[src/rtl/ppm_pkg.sv]
package ppm_pkg;

  localparam int CHANNELS_DEF = 9;
  localparam int TIME_W = 16;
  localparam int WORD_IDX_W = 4;
  localparam logic [TIME_W-1:0] SYNC_THRESHOLD_RST = 16'd8000;
  localparam logic [TIME_W-1:0] TIME_MAX = 16'hFFFF;

  typedef enum logic [1:0] {
    MODE_GAP   = 2'd0,
    MODE_PULSE = 2'd1,
    MODE_WAIT  = 2'd2
  } mode_t;

  typedef enum logic {
    REQ_EDGE = 1'b0,
    REQ_READ = 1'b1
  } req_t;

  typedef enum logic {
    KIND_STATUS = 1'b0,
    KIND_WORD   = 1'b1
  } kind_t;

  typedef enum logic {
    ST_IDLE = 1'b0,
    ST_READ = 1'b1
  } ctrl_state_t;

  typedef struct packed {
    logic edge_go;
    logic read_go;
    logic word_load;
  } ppm_cmd_t;

  typedef struct packed {
    logic word_last;
  } ppm_status_t;

  // Time since then; a non-increasing stamp takes the wrap form now + max - then.
  function automatic logic [TIME_W-1:0] elapsed(input logic [TIME_W-1:0] now,
                                                input logic [TIME_W-1:0] then);
    logic [TIME_W-1:0] res;
    if (now > then) begin
      res = now - then;
    end else begin
      res = now + (TIME_MAX - then);
    end
    return res;
  endfunction

endpackage

[src/rtl/ppm_ctrl.sv]
module ppm_ctrl
  import ppm_pkg::*;
(
  input  logic        clk,
  input  logic        rst,
  input  logic        in_valid,
  input  logic        req_type,
  input  logic        out_ready,
  input  ppm_status_t status,
  output logic        in_ready,
  output logic        out_valid,
  output ppm_cmd_t    cmd
);

  ctrl_state_t state, state_next;
  logic        out_valid_next;
  logic        out_free;

  always_ff @(posedge clk) begin
    if (rst) begin
      state     <= ST_IDLE;
      out_valid <= 1'b0;
    end else begin
      state     <= state_next;
      out_valid <= out_valid_next;
    end
  end

  assign out_free = !out_valid || out_ready;

  always_comb begin
    state_next     = state;
    out_valid_next = out_valid && !out_ready;
    in_ready       = 1'b0;
    cmd            = '0;
    case (state)
      ST_IDLE: begin
        in_ready = out_free && !rst;
        if (in_valid && out_free && !rst) begin
          if (req_type == REQ_READ) begin
            cmd.read_go = 1'b1;
            state_next  = ST_READ;
          end else begin
            cmd.edge_go    = 1'b1;
            out_valid_next = 1'b1;
          end
        end
      end
      ST_READ: begin
        // stream one stored word per free output slot
        if (out_free) begin
          cmd.word_load  = 1'b1;
          out_valid_next = 1'b1;
          if (status.word_last) begin
            state_next = ST_IDLE;
          end
        end
      end
      default: begin
        state_next = ST_IDLE;
      end
    endcase
  end

endmodule

[src/rtl/ppm_dp.sv]
module ppm_dp
  import ppm_pkg::*;
#(
  parameter int CHANNELS = CHANNELS_DEF
)
(
  input  logic                  clk,
  input  logic                  rst,
  input  logic                  cfg_wr_en,
  input  logic [TIME_W-1:0]     cfg_wr_data,
  input  logic [TIME_W-1:0]     now_us,
  input  ppm_cmd_t              cmd,
  output ppm_status_t           status,
  output logic                  result_kind,
  output logic [WORD_IDX_W-1:0] word_index,
  output logic [TIME_W-1:0]     word_value,
  output logic                  last_word,
  output logic                  host_irq,
  output logic                  frame_done
);

  localparam int IDX_W = $clog2(CHANNELS + 1);
  localparam int AW    = (CHANNELS > 1) ? $clog2(CHANNELS) : 1;
  localparam int CW    = $clog2(CHANNELS + 2);

  logic [TIME_W-1:0] sync_threshold;
  mode_t             mode, mode_next;
  logic [TIME_W-1:0] last_edge_time;
  logic [IDX_W-1:0]  channel_index, channel_index_next;
  logic              write_bank;
  logic [TIME_W-1:0] channel_store [2][CHANNELS];
  logic [TIME_W-1:0] capture_stamp [2];
  logic [TIME_W-1:0] sync_store [2];
  logic              irq_level, irq_next;
  logic [CW-1:0]     word_cnt;

  logic [TIME_W-1:0] width;
  logic              is_sync;
  logic              do_store;
  logic              do_done;
  logic              read_bank;
  logic [TIME_W-1:0] latency;
  logic [TIME_W-1:0] word_data;

  assign width     = elapsed(now_us, last_edge_time);
  assign is_sync   = width > sync_threshold;
  assign read_bank = ~write_bank;
  assign latency   = elapsed(now_us, capture_stamp[read_bank]);

  assign status.word_last = (word_cnt == CW'(CHANNELS + 1));

  always_comb begin
    mode_next          = mode;
    channel_index_next = channel_index;
    irq_next           = irq_level;
    do_store           = 1'b0;
    do_done            = 1'b0;
    if (mode == MODE_GAP) begin
      mode_next = MODE_PULSE;
    end else if (is_sync) begin
      mode_next          = MODE_GAP;
      channel_index_next = '0;
      irq_next           = 1'b0;
    end else if (mode == MODE_PULSE) begin
      if (channel_index < IDX_W'(CHANNELS)) begin
        do_store           = 1'b1;
        channel_index_next = channel_index + 1'b1;
      end
      if (channel_index_next < IDX_W'(CHANNELS)) begin
        mode_next = MODE_GAP;
      end else begin
        mode_next = MODE_WAIT;
        irq_next  = 1'b1;
        do_done   = 1'b1;
      end
    end
  end

  always_comb begin
    if (word_cnt < CW'(CHANNELS)) begin
      word_data = channel_store[read_bank][word_cnt[AW-1:0]];
    end else if (word_cnt == CW'(CHANNELS)) begin
      word_data = capture_stamp[read_bank];
    end else begin
      word_data = sync_store[read_bank];
    end
  end

  always_ff @(posedge clk) begin
    if (rst) begin
      sync_threshold <= SYNC_THRESHOLD_RST;
      mode           <= MODE_WAIT;
      last_edge_time <= '0;
      channel_index  <= '0;
      write_bank     <= 1'b0;
      irq_level      <= 1'b0;
      word_cnt       <= '0;
      for (int b = 0; b < 2; b++) begin
        capture_stamp[b] <= '0;
        sync_store[b]    <= '0;
        for (int c = 0; c < CHANNELS; c++) begin
          channel_store[b][c] <= '0;
        end
      end
    end else begin
      if (cfg_wr_en) begin
        sync_threshold <= cfg_wr_data;
      end
      if (cmd.edge_go) begin
        mode          <= mode_next;
        channel_index <= channel_index_next;
        irq_level     <= irq_next;
        if (mode != MODE_GAP) begin
          last_edge_time <= now_us;
        end
        if (mode != MODE_GAP && is_sync) begin
          sync_store[write_bank] <= width;
        end
        if (do_store) begin
          channel_store[write_bank][channel_index[AW-1:0]] <= width;
        end
        if (do_done) begin
          capture_stamp[write_bank] <= now_us;
          write_bank                <= ~write_bank;
        end
      end
      if (cmd.read_go) begin
        // latency replaces the stamp so the word stream reads it back
        capture_stamp[read_bank] <= latency;
        word_cnt                 <= '0;
      end else if (cmd.word_load) begin
        word_cnt <= word_cnt + 1'b1;
      end
    end
  end

  // output register
  always_ff @(posedge clk) begin
    if (cmd.edge_go) begin
      result_kind <= KIND_STATUS;
      word_index  <= '0;
      word_value  <= '0;
      last_word   <= 1'b1;
      host_irq    <= irq_next;
      frame_done  <= do_done;
    end else if (cmd.word_load) begin
      result_kind <= KIND_WORD;
      word_index  <= WORD_IDX_W'(word_cnt);
      word_value  <= word_data;
      last_word   <= status.word_last;
      host_irq    <= irq_level;
      frame_done  <= 1'b0;
    end
  end

endmodule

[src/rtl/ppm_frame_decoder_core.sv]
// Channel | Direction | Handshake           | Payload
// in      | input     | in_valid / in_ready | req_type, now_us
// out     | output    | out_valid/out_ready | result_kind, word_index, word_value,
//         |           |                     | last_word, host_irq, frame_done
// cfg     | input     | cfg_wr_en           | cfg_wr_data (sync threshold)
//
// An edge item is taken and its status is registered, ready the next cycle;
// edges can follow back to back while the output drains.
// A read item first latches the latency, then streams one word per cycle from the
// bank register file while the output slot is free, CHANNELS+2 words in all.
// A stalled output holds its word; no new item is taken until the slot frees.
// rst is synchronous and clears all frame state and the bank store.
module ppm_frame_decoder_core
  import ppm_pkg::*;
#(
  parameter int CHANNELS = CHANNELS_DEF
)
(
  input  logic                  clk,
  input  logic                  rst,
  input  logic                  cfg_wr_en,
  input  logic [TIME_W-1:0]     cfg_wr_data,
  input  logic                  in_valid,
  output logic                  in_ready,
  input  logic                  req_type,
  input  logic [TIME_W-1:0]     now_us,
  output logic                  out_valid,
  input  logic                  out_ready,
  output logic                  result_kind,
  output logic [WORD_IDX_W-1:0] word_index,
  output logic [TIME_W-1:0]     word_value,
  output logic                  last_word,
  output logic                  host_irq,
  output logic                  frame_done
);

  ppm_cmd_t    cmd;
  ppm_status_t status;

  ppm_ctrl u_ctrl (
    .clk       (clk),
    .rst       (rst),
    .in_valid  (in_valid),
    .req_type  (req_type),
    .out_ready (out_ready),
    .status    (status),
    .in_ready  (in_ready),
    .out_valid (out_valid),
    .cmd       (cmd)
  );

  ppm_dp #(
    .CHANNELS (CHANNELS)
  ) u_dp (
    .clk         (clk),
    .rst         (rst),
    .cfg_wr_en   (cfg_wr_en),
    .cfg_wr_data (cfg_wr_data),
    .now_us      (now_us),
    .cmd         (cmd),
    .status      (status),
    .result_kind (result_kind),
    .word_index  (word_index),
    .word_value  (word_value),
    .last_word   (last_word),
    .host_irq    (host_irq),
    .frame_done  (frame_done)
  );

endmodule

[config.mk]
export PLATFORM = sky130hd
export DESIGN_NAME = ppm_frame_decoder_core
export DESIGN_NICKNAME = d
export VERILOG_FILES = /design/src/rtl/ppm_pkg.sv /design/src/rtl/ppm_ctrl.sv /design/src/rtl/ppm_dp.sv /design/src/rtl/ppm_frame_decoder_core.sv
export SDC_FILE = /design/constraint.sdc
export NUM_CORES = 1
export LEC_CHECK = 0
export BUFFER_PORTS_ARGS = -buffer_cell sky130_fd_sc_hd__clkbuf_2
export CAP_MARGIN = 40
export CORE_MARGIN = 2
export CORE_UTILIZATION = 45
export CTS_CLUSTER_SIZE = 14
export DETAILED_ROUTE_END_ITERATION = 10
export PLACE_DENSITY = 0.67
export SLEW_MARGIN = 20
export SYNTH_ARGS = -nofsm -noshare
export SYNTH_HDL_FRONTEND = slang
export SYNTH_HIERARCHICAL = 1
export SYNTH_SLANG_ARGS = --single-unit
[constraint.sdc]
create_clock -name clk -period 9.8 [get_ports clk]
set_input_delay 1.96 -clock clk [delete_from_list [all_inputs] [get_ports clk]]
set_output_delay 1.96 -clock clk [all_outputs]
set_load 0.005 [all_outputs]
==> impl_results.md, run 1 <==
* Design Area, Final at 0.02288 sq mm
* Worst EP required at around 10 ns
* Mapped Cells at 1621
* Avg WL per Cell at about 25 microns
* Starting Density at 45.62%
* Die height at between 200 and 250 microns
* Largest net degree at the start of global routing at 101
* Status: complete, no violations
* Setup tns final at 0 ns
* Final Max Slew Viols at 0
* Port bufs at 63
* Crit path DAT at about 8.4 ns
* Most used cell along the critical path: a21oi_1
* CTS sink count at about 420
* Clk_lat worst skew at 0.59 ns
* Hold-fix buffers at CTS at 0
* Post-Syn Nets at between 1500 and 2000
* Placed Cells at around 2200
* Crit path kind: in -> reg
* Peak VDD IR at between 0.0001 and 0.00015 V
* PwrDens at 185.7 mW/mm^2
* Most frequent cells in the layout: 354 x edfxtp_1, 291 x nor2_1, 111 x nand2_1
* NumNets Final at roughly 1800
* Post-synth EDFFs at ~350
* ANT nets after route at 0
* Main synth FF type: edfxtp_1
* Vias in the first global route at approximately 13000
* H-tree depth at 2
* Max Root-Sink Buffers at 3
* Antenna violations before repair at 3
* Crit-path max FO at 21
* Layout area overhead at 13.43%
* Post_cts resized at 0
* Root Driver: clkbuf_16
* Global-route wire length before repair at 86180 microns
* Synth Cell Area at 0.02017 sq mm
* Setup violations, final at 0
* Fin crit share at between 80% and 90%
* Max_cap viols at 0
* Slew @ Worst Pin at between 0.8 and 0.9 ns
* Vias/cell at roughly 6
* IO Count at 64
* Routability cong. at between 0.9 and 1
* Post-Route WL at 57540 microns
* Commonest non-fill, non-tap cell in the layout: edfxtp_1
* Clock transition at path regs at about 0.06 ns
* Post-synthesis register bit count at roughly 420
* Post-DP HPWL at 39400 microns
* HP Class: reg -> reg
* Seq/Total Area, Yosys at about three fifths
* CTS buffer count at 44
* Postcts setup bufs at 0
* F_max at between 100 and 150 MHz
* All-Layer GR Usage at 24.94%
* Ant. Diodes at 0
* Distinct cells, synth at roughly 70
* DRT Pass-1 Iters at 6
* Async set-reset flop share out of synthesis at 0%
* Post-synthesis average cell area at about 12 sq um
* Post-Place Cell Area at ~0.021 sq mm
* First DRT Iteration DRCs at between 1500 and 2000
* CTS tree: built
* Share of cells above drive strength 1 at between 15 and 20%
* CORE AREA at around 0.044 sq mm
* Standard-cell rows at 77
* RSZ-0062 raised after global routing: false
* Chip width at approximately 220 microns
* Fin. Hold Viols at 0
* Total global routing overflow at 0
* CP Launch Type: input port
* Worst Setup End Kind: flop
* Slew headroom at between 40% and 50%
* Leakage at 0.008533 uW
* Die area at approximately 0.047 sq mm
* Overall Power at 4250 uW
* # fillers at 3731
* Clock Skew at 0.02400 ns
* Critical Path Max Stage Delay at approximately 0.60 ns
* Final cell count without fillers at 2321
* DRC viols at 0
* Yosys warnings at 6
* CP max-delay cell: o31ai_1
* Clock period minus final worst setup slack at slightly above 8 ns
* Routed vias at roughly 14000
-- metrics by stage --
stage	util (%)	hold WS, ns	worst slack, ns
after global routing	51.75	0.4736	1.297
after floorplan	-	0.4363	1.630
after detailed placement	48.43	0.4481	1.288
final	51.75	0.4583	1.653
after global placement	47.89	0.4433	1.422
after CTS	51.53	0.4562	1.790
-- critical path, delay by kind of cell --
family | cells | cell delay, ns
adders and majority gates | 2 | 0.71
AOI/OAI and AO/OA | 13 | 2.83
xor gates and xnor gates | 1 | 0.32
buffers and inverters | 5 | 0.82
and+or+nand+nor | 5 | 1.70
-- synth_stat cells (all sizes together), types with 6 or more instances --
| cell | n | area share, % |
|---|---|---|
| clkbuf | 81 | 1.5 |
| o221ai | 7 | 0.30 |
| dfxtp | 68 | 6.7 |
| buf | 25 | 0.54 |
| o21ai | 50 | 1.3 |
| a221oi | 14 | 0.64 |
| nand4 | 10 | 0.31 |
| inv | 73 | 1.4 |
| xor2 | 7 | 0.30 |
| a211oi | 18 | 0.67 |
| a21o | 21 | 0.78 |
| nand3 | 29 | 0.72 |
| nor2b | 12 | 0.41 |
| edfxtp | 354 | 53 |
| mux2 | 17 | 0.95 |
| nor2 | 291 | 5.4 |
| nor3 | 13 | 0.38 |
| or3 | 6 | 0.21 |
| and2 | 10 | 0.31 |
| xnor2 | 23 | 1.0 |
| nand2 | 111 | 2.1 |
| ha | 59 | 3.7 |
| mux2i | 63 | 3.1 |
| nand2b | 8 | 0.25 |
| mux4 | 71 | 7.9 |
| a21oi | 72 | 1.8 |
| and3 | 11 | 0.34 |
| o211ai | 13 | 0.48 |
| a22o | 24 | 1.0 |
-- power by group --
group | internal (uW) | switching (uW)
registers | 2030 | 36.0
clock network | 918 | 694
logic | 197 | 375
-- final timing paths --
path	from	endpoint	slack, ns	depth (start not counted)
max	now_us[9]	u_dp/channel_store[0][61]	1.65	26
min	u_dp/last_edge_time[15]	u_dp/last_edge_time[15]	0.46	2
min reg2reg	u_dp/last_edge_time[15]	u_dp/last_edge_time[15]	0.46	2
max reg2reg	u_dp/last_edge_time[9]	u_dp/channel_store[0][61]	2.83	26
-- kinds of logic after synthesis --
| family | Yosys count | synth area share, % |
|---|---|---|
| xor+xnor | 30 | 1.302 |
| flops | 422 | 59.44 |
| mux | 151 | 12.00 |
| simple gates | 516 | 11.01 |
| fa+ha+maj | 63 | 4.056 |
| buf+inv | 181 | 3.455 |
| compound gates | 258 | 8.739 |
-- cell type report --
type,count,area [sq um],area share (%)
inverters,75,281.5,1.230
repair buffers,133,985.9,4.309
multi-input cells,1018,7507,32.81
flip-flops and latches,422,12000,52.42
clock inverters,16,155.1,0.6780
well taps,592,740.7,3.237
clock buffers,65,1216,5.315
-- state kept, by name, summed over array words and instances (netlist names) --
| name | cells |
|---|---|
| u_dp/channel_store | 288 |
| u_dp/capture_stamp | 32 |
| u_dp/sync_store | 32 |
| u_dp/last_edge_time | 16 |
| u_dp/sync_threshold | 16 |
| u_dp/word_value | 16 |
| u_dp/channel_index | 4 |
| u_dp/word_cnt | 4 |
| u_dp/word_index | 4 |
| u_dp/mode | 2 |
| u_ctrl/out_valid | 1 |
| u_ctrl/state | 1 |
| u_dp/frame_done | 1 |
| u_dp/host_irq | 1 |
| u_dp/irq_level | 1 |
| u_dp/last_word | 1 |
| u_dp/result_kind | 1 |
| u_dp/write_bank | 1 |
-- per-layer routing --
| metal | share of wire (%) | wire length (microns) | global-route usage, % |
|---|---|---|---|
| met1 | 41 | 23570 | 36.24 |
| met2 | 44 | 25430 | 37.31 |
| met3 | 11 | 6451 | 5.356 |
| met4 | 3.6 | 2085 | 8.391 |
| met5 | 0 | 0 | 0 |
Note: power is estimated with default switching activity, not from simulation.
==> run 2: changes to the inputs <==
Clock period 9.8 ns to 7.9 ns, I/O delays scaled along.
==> run 2 against run 1 <==
  * Sequential share of layout area shrank 0.23 points
  * Core utilization grew 0.23 points
  * Clock-buffer cell count shrank 4
  * Largest cell class unchanged
==> impl_results.md, run 2 (synthesis gave the netlist of run 1 again) <==
* Commonest non-fill, non-tap cell in the layout: edfxtp_1 (unchanged)
* CTS tree: built (unchanged)
* Max_cap viols at 0 (unchanged)
* Global-route wire length before repair at 86260 microns (was 86180 microns)
* Post-Route WL at 57710 microns (was 57540 microns)
* CTS buffer count at 45 (was 44)
* Crit path kind: in -> reg (unchanged)
* Crit-path max FO at 20 (was 21)
* DRT Pass-1 Iters at 7 (was 6)
* Worst hold start: u_dp/last_edge_time[14] (was u_dp/last_edge_time[15])
* Most used cell along the critical path: a21oi_1 (unchanged)
* Layout area overhead at 13.92% (was 13.43%)
* CP Cell Sequence: clkbuf_2 > ha_1 > and3_1 > nand2b_1 > o41ai_2 > nor2_1 > a211oi_1 > o21ai_2 > a211o_1 > a21oi_1 > xor2_1 > inv_2 > ha_1 > a21o_1 > a21o_1 > a21oi_1 > nand2_1 > o21ai_1 > a21oi_1 > or3_1 > buf_4 > o211ai_1 > nand2_1
* Register share of total power at 47.9% (was 48.6%)
* PwrDens at 232.8 mW/mm^2 (was 185.7 mW/mm^2)
* IO Count at 64 (unchanged)
* Max Root-Sink Buffers at 3 (unchanged)
* Root Driver: clkbuf_16 (unchanged)
* Routability cong. at 0.8572 (was 0.9021)
* Internal at 3963 uW (was 3145 uW)
* Register with the most flip-flops: u_dp/channel_store (unchanged)
* Total global routing overflow at 0 (unchanged)
* Post-Place Cell Area at 0.02154 sq mm (was 0.02142 sq mm)
* Critical Path Max Stage Delay at 0.55 ns (was 0.60 ns)
* RSZ-0062 raised after global routing: false (unchanged)
* Gate power share at 13.4% (was 13.5%)
* Fin. Hold Viols at 0 (unchanged)
* Largest regs: u_dp/channel_store: 288 flops, u_dp/capture_stamp: 32 flops, u_dp/sync_store: 32 flops (unchanged)
* Status: complete, no violations (unchanged)
* WHS Endpoint: u_dp/last_edge_time[14] (was u_dp/last_edge_time[15])
* Clock share of power at 38.8% (was 37.9%)
* Clock transition at path regs at 0.06 ns (about the same)
* DRC viols at 0 (unchanged)
* Setup violations, final at 0 (unchanged)
* Fin crit share at 86.16%
* Post-DP HPWL at 39590 microns (was 39400 microns)
* Antenna violations before repair at 2 (was 3)
* CP max-delay cell: o41ai_2 (was o31ai_1)
* FF-to-FF End: u_dp/channel_store[1][130] (was u_dp/channel_store[0][61])
* Leakage at 0.008598 uW (was 0.008533 uW)
* All-Layer GR Usage at 24.93% (was 24.94%)
* Buf/Inv on CP at 3 (was 5)
* Port bufs at 63 (unchanged)
* HP Class: reg -> reg (unchanged)
* Setup WS post-layout at 1.094 ns (was 1.653 ns)
* Worst R2R Start: u_dp/last_edge_time[8] (was u_dp/last_edge_time[9])
* Avg WL per Cell at 24.70 microns (was 24.79 microns)
* Crit-path leading delay family: compound AO/OA/AOI/OAI gates (unchanged)
* Peak VDD IR at 0.0001404 V (was 0.0001357 V)
* Chip width at 215.7 microns (unchanged)
* Routed vias at 13860 (about the same)
* Largest net degree at the start of global routing at 50 (was 101)
* Hold-fix buffers at CTS at 0 (unchanged)
* Crit path DAT at 6.95 ns (was 8.35 ns)
* Switching part of the total at 25.94% (was 26.01%)
* DP Worst Slack at 0.5238 ns (was 1.288 ns)
* Vias in the first global route at 13590 (was 13350)
* Clock period minus final worst setup slack at between 6 and 7 ns
* First DRT Iteration DRCs at 1832 (was 1788)
* Share of cells above drive strength 1 at 19.33% (was 18.33%)
* Number of flip-flops in the largest register at 288 (unchanged)
* Design Area, Final at 0.02298 sq mm (was 0.02288 sq mm)
* Slew headroom at 41.81% (was 41.86%)
* Final Max Slew Viols at 0 (unchanged)
* Postcts setup bufs at 0 (unchanged)
* Clock Skew at 0.02519 ns (was 0.02400 ns)
* Most frequent cells in the layout: 354 x edfxtp_1, 291 x nor2_1, 111 x nand2_1 (unchanged)
* Clk_lat worst skew at 0.58 ns (was 0.59 ns)
* Setup tns final at 0 ns (unchanged)
* Standard-cell rows at 77 (unchanged)
* Die height at 215.7 microns (unchanged)
* Worst Hold Depth at 2 (unchanged)
* Worst Setup End Kind: flop (unchanged)
* Sw power at 1388 uW (was 1106 uW)
* Slew @ Worst Pin at 0.8697 ns (was 0.8659 ns)
* CORE AREA at 0.04422 sq mm (unchanged)
* ANT nets after route at 0 (unchanged)
* CP Launch Type: input port (unchanged)
* CTS sink count at 422 (unchanged)
* Worst reg2reg path depth at 23 (was 26)
* Setup slack, reg-to-reg at 1.92 ns (was 2.83 ns)
* Die area at 0.04654 sq mm (unchanged)
* Worst EP required at 8.04 ns (was 10.01 ns)
* Starting Density at 45.62% (unchanged)
* NumNets Final at 1811 (was 1795)
* F_max at approximately 150 MHz
* H-tree depth at 2 (unchanged)
* Vias/cell at 5.931 (was 5.973)
* Post_cts resized at 0 (unchanged)
-- run 2: changes by cell type in the layout (fill, tap and decap cells not counted), sizes merged --
cell / change
diode: +1
clkbuf: -5
bufinv: +1
buf: +16
inv: -2
clkinvlp: +4
-- run 2: layout make-up --
| class | instances | area (sq um) |
|---|---|---|
| inverter | 75 | 281.5 |
| clock buffer | 61 | 1247 |
| timing repair buffer | 148 | 1018 |
| tap | 592 | 740.7 |
| sequential | 422 | 12000 |
| multi-input combinational | 1018 | 7507 |
| antenna | 1 | 2.502 |
| fill | 3764 | 21240 |
| clock inverter | 19 | 188.9 |
-- run 2: power by group through the flow --
stage	Combinational (uW)	Clock, uW	Sequential (uW)
3_3_place_gp	691	0	2600
6_report	715	2070	2560
5_1_grt	760	2190	2570
3_5_place_dp	705	0	2610
2_1_floorplan	404	0	2600
4_1_cts	707	2100	2560
-- run 2: worst max path at each step --
stage,endpoint,cells after the start,slack (ns),startpoint
2_1_floorplan,u_dp/channel_store[1][0],23,0.11,now_us[8]
3_3_place_gp,u_dp/channel_store[0][40],24,0.54,now_us[9]
3_5_place_dp,u_dp/channel_store[0][42],24,0.52,now_us[9]
4_1_cts,u_dp/channel_store[0][39],24,1.11,now_us[9]
5_1_grt,u_dp/channel_store[0][43],24,0.55,now_us[8]
6_report,u_dp/channel_store[1][130],23,1.09,now_us[9]
-- run 2: metrics by stage --
stage,total power (uW),util [%],hold slack (ns),std cells
detailed placement,3312,48.72,0.4478,2255
floorplan,3000,-,0.4363,1621
global placement,3293,48.49,0.4418,2250
finish,5351,51.97,0.4536,2336
CTS,5367,51.97,0.4558,2335
global route,5517,51.97,0.4797,2335
-- run 2: per-layer routing --
layer / part of all wire, % / up-vias / global-route usage, %
li1: - / 6150 / -
met1: 41 / 6887 / 35.10
met2: 45 / 704 / 38.53
met3: 10 / 112 / 5.426
met4: 3.4 / 2 / 8.299
met5: 0.023 / - / 0
-- run 2: worst register-to-register path: cells and delay by family, from the launching register on --
kind                       cells  cell delay [ns]
AOI/OAI and AO/OA             11             2.43
adders and majority gates      2             0.68
xor gates and xnor gates       1             0.28
DFF                            1             0.33
buffers and inverters          3             0.34
and+or+nand+nor                6             1.50
==> run 3: changes to the inputs <==
Settings changed: ABC_AREA set to 1.
Clock period 7.9 ns to 8 ns, I/O delays scaled along.
==> run 3 against run 2 <==
  * The flow now finishes with violations (DRC)
  * Core utilization fell by 1.3 points
  * Clock skew fell by 0.0078 ns
  * Sequential share of layout area fell by 1.4 points
  * Global-route usage rose by 2.6 points
  * Total power rose by 2.4%
  * Die area rose by 5.7%
  * Area after synthesis rose by 5.8%
  * Sequential cell count did not move
  * Sequential power barely moved
  * Synthesized cell count rose by 37%
  * Clock-buffer cell count did not move
==> impl_results.md, run 3 <==
* HP Class: reg -> reg (unchanged)
* CTS sink count at 422 (unchanged)
* Number of flip-flops in the largest register at 288 (unchanged)
* # fillers at 4275 (was 3764)
* ANT nets after route at 0 (unchanged)
* Crit-path leading delay family: simple AND/OR/NAND/NOR gates (was compound AO/OA/AOI/OAI gates)
* Die area at 0.04918 sq mm (was 0.04654 sq mm)
* Crit path kind: in -> reg (unchanged)
* Crit-path max FO at 32 (was 20)
* Fin. Hold Viols at 0 (unchanged)
* IO Count at 64 (unchanged)
* Buf/Inv on CP at 6 (was 3)
* NumNets Final at 2355 (was 1811)
* Standard-cell rows at 79 (was 77)
* Yosys warnings at 6 (unchanged)
* Critical Path Max Stage Delay at 0.70 ns (was 0.55 ns)
* Clk_lat worst skew at 0.58 ns (about the same)
* Failing checks: DRC
* Leakage at 0.009550 uW (was 0.008598 uW)
* Layout area overhead at 10.76% (was 13.92%)
* Largest net degree at the start of global routing at 81 (was 50)
* Vias in the first global route at 16200 (was 13590)
* Post_cts resized at 0 (unchanged)
* Peak VDD IR at 0.0001424 V (was 0.0001404 V)
* Largest regs: u_dp/channel_store: 288 flops, u_dp/capture_stamp: 32 flops, u_dp/sync_store: 32 flops (unchanged)
* Post-Place Cell Area at 0.02215 sq mm (was 0.02154 sq mm)
* Post-synth top cells: 354 x edfxtp_1, 349 x nor2_1, 311 x nand2_1, 256 x o21ai_0, 177 x inv_1 (was 354 x edfxtp_1, 291 x nor2_1, 111 x nand2_1, 79 x clkbuf_1, 72 x a21oi_1)
* Die height at 221.8 microns (was 215.7 microns)
* Postcts setup bufs at 0 (unchanged)
* Hold-fix buffers at CTS at 0 (unchanged)
* Clock period minus final worst setup slack at between 6 and 7 ns
* CP Launch Type: input port (unchanged)
* Ant. Diodes at 0 (was 1)
* Slew @ Worst Pin at 0.8371 ns (was 0.8697 ns)
* Design Area, Final at 0.02363 sq mm (was 0.02298 sq mm)
* Share of cells above drive strength 1 at 11.08% (was 19.33%)
* PwrDens at 231.7 mW/mm^2 (was 232.8 mW/mm^2)
* DRT Pass-1 Iters at 8 (was 7)
* CTS tree: built (unchanged)
* Total global routing overflow at 0 (unchanged)
* CTS buffer count at 46 (was 45)
* H-tree depth at 2 (unchanged)
* Post-synth EDFFs at 354 (unchanged)
* Antenna violations before repair at 2 (unchanged)
* Clock Skew at 0.01743 ns (was 0.02519 ns)
* Distinct cells, synth at 49 (was 72)
* Root Driver: clkbuf_16 (unchanged)
* Setup tns final at 0 ns (unchanged)
* Mapped Cells at 2228 (was 1621)
* Final Max Slew Viols at 0 (unchanged)
* CP max-delay cell: nand2_1 (was o41ai_2)
* Max Root-Sink Buffers at 3 (unchanged)
* Async set-reset flop share out of synthesis at 0% (unchanged)
* Status: complete, but fails checks (was complete, no violations)
* Min Hold Slack at 0.4681 ns (was 0.4536 ns)
* Top cell type's share of synthesized area at 49.82% (was 52.69%)
* Synth Cell Area at 0.02134 sq mm (was 0.02017 sq mm)
* First DRT Iteration DRCs at 2038 (was 1832)
* Top-count cell post-synth: edfxtp_1 (unchanged)
* Post-DP HPWL at 47180 microns (was 39590 microns)
* Setup violations, final at 0 (unchanged)
* Post-Syn Nets at 2329 (was 1722)
* Port bufs at 63 (unchanged)
* Chip width at 221.8 microns (was 215.7 microns)
* Worst EP required at 8.21 ns (was 8.04 ns)
* Max_cap viols at 0 (unchanged)
* Most used cell along the critical path: nand2_1 (was a21oi_1)
* Cell taking the most area after synthesis: edfxtp_1 (unchanged)
* Main synth FF type: edfxtp_1 (unchanged)
* Routability cong. at 0.9828 (was 0.8572)
* Vias/cell at 5.863 (was 5.931)
* Post-synthesis average cell area at 9.577 sq um (was 12.45 sq um)
* Starting Density at 45.74% (was 45.62%)
* DRC viols at 5 (was 0)
* Post-Route WL at 68140 microns (was 57710 microns)
* Crit path DAT at 6.74 ns (was 6.95 ns)
* Register with the most flip-flops: u_dp/channel_store (unchanged)
* Global-route wire length before repair at 101200 microns (was 86260 microns)
* CORE AREA at 0.04665 sq mm (was 0.04422 sq mm)
* Most frequent cells in the layout: 354 x edfxtp_1, 346 x nor2_1, 311 x nand2_1 (was 354 x edfxtp_1, 291 x nor2_1, 111 x nand2_1)
* All-Layer GR Usage at 27.50% (was 24.93%)
* Top cells by area, synth: edfxtp_1 50%, dfxtp_1 6.4%, nor2_1 6.1% (was edfxtp_1 53%, mux4_2 7.9%, dfxtp_1 6.7%)
* Commonest non-fill, non-tap cell in the layout: edfxtp_1 (unchanged)
* Slew headroom at 43.60% (was 41.81%)
* Routed vias at 17000 (was 13860)
* Avg WL per Cell at 23.50 microns (was 24.70 microns)
* Worst Setup End Kind: flop (unchanged)
* RSZ-0062 raised after global routing: false (unchanged)
* F_max at 153.2 MHz
* Seq/Total Area, Yosys at 56.20% (was 59.44%)
* Fin crit share at about four fifths
* Post-synthesis register bit count at 422 (unchanged)
* Clock transition at path regs at 0.06 ns (about the same)
-- run 3: logic make-up after synthesis --
group           count (synthesis)  share of synthesized area (%)
compound gates                537                          14.08
xor+xnor                       55                          2.258
fa+ha+maj                      63                          3.835
buf+inv                       317                          6.092
flops                         422                          56.20
mux                            29                          1.360
simple gates                  805                          16.17
-- run 3: worst register-to-register path, delay by kind of cell (launching register included) --
family	cells	cell delay [ns]
DFF	1	0.35
AOI/OAI and AO/OA	4	0.60
adders and majority gates	3	0.86
and+or+nand+nor	12	2.84
buffers and inverters	4	0.54
-- run 3: worst paths after layout --
path | startpoint | endpoint | slack [ns] | depth (start not counted)
setup / recovery | now_us[0] | u_dp/channel_store[0][67] | 1.47 | 25
hold / removal | u_dp/word_index[2] | u_dp/word_index[2] | 0.47 | 2
setup reg to reg | u_dp/last_edge_time[0] | u_dp/channel_store[0][67] | 2.44 | 23
hold reg to reg | u_dp/word_index[2] | u_dp/word_index[2] | 0.47 | 2
-- run 3: final cells by class --
class	instances	area (sq um)	share of cell area (%)
Sequential cell	422	12000	50.76
Multi-Input combinational cell	1489	8065	34.13
Clock buffer	61	1237	5.236
Tap cell	607	759.5	3.214
Inverter	190	715.7	3.028
Timing Repair Buffer	105	681.9	2.885
Clock inverter	25	177.7	0.7518
-- run 3: metrics by stage --
stage                     total power [uW]  std cells  setup slack [ns]  util [%]
after global routing                  5676       2899             1.023     50.66
after detailed placement              3483       2809            0.9757     47.48
after global placement                3468       2808             1.121     47.43
final                                 5477       2899             1.473     50.66
after CTS                             5482       2895             1.584     50.51
after floorplan                       3111       2228             2.020         -
-- run 3: routing by layer --
metal / global-route usage [%] / part of all wire, % / vias to the layer above
li1: - / - / 7755
met1: 38.44 / 42 / 8223
met2: 42.60 / 45 / 864
met3: 4.002 / 9.0 / 152
met4: 12.40 / 4.7 / 2
met5: 0 / 0.019 / -
-- run 3: where the power goes --
part           total (uW)  leakage, uW  switching [uW]  internal, uW
logic                 925      0.00465             671           254
clock network        2020     0.000680             886          1130
registers            2540      0.00422            45.9          2490
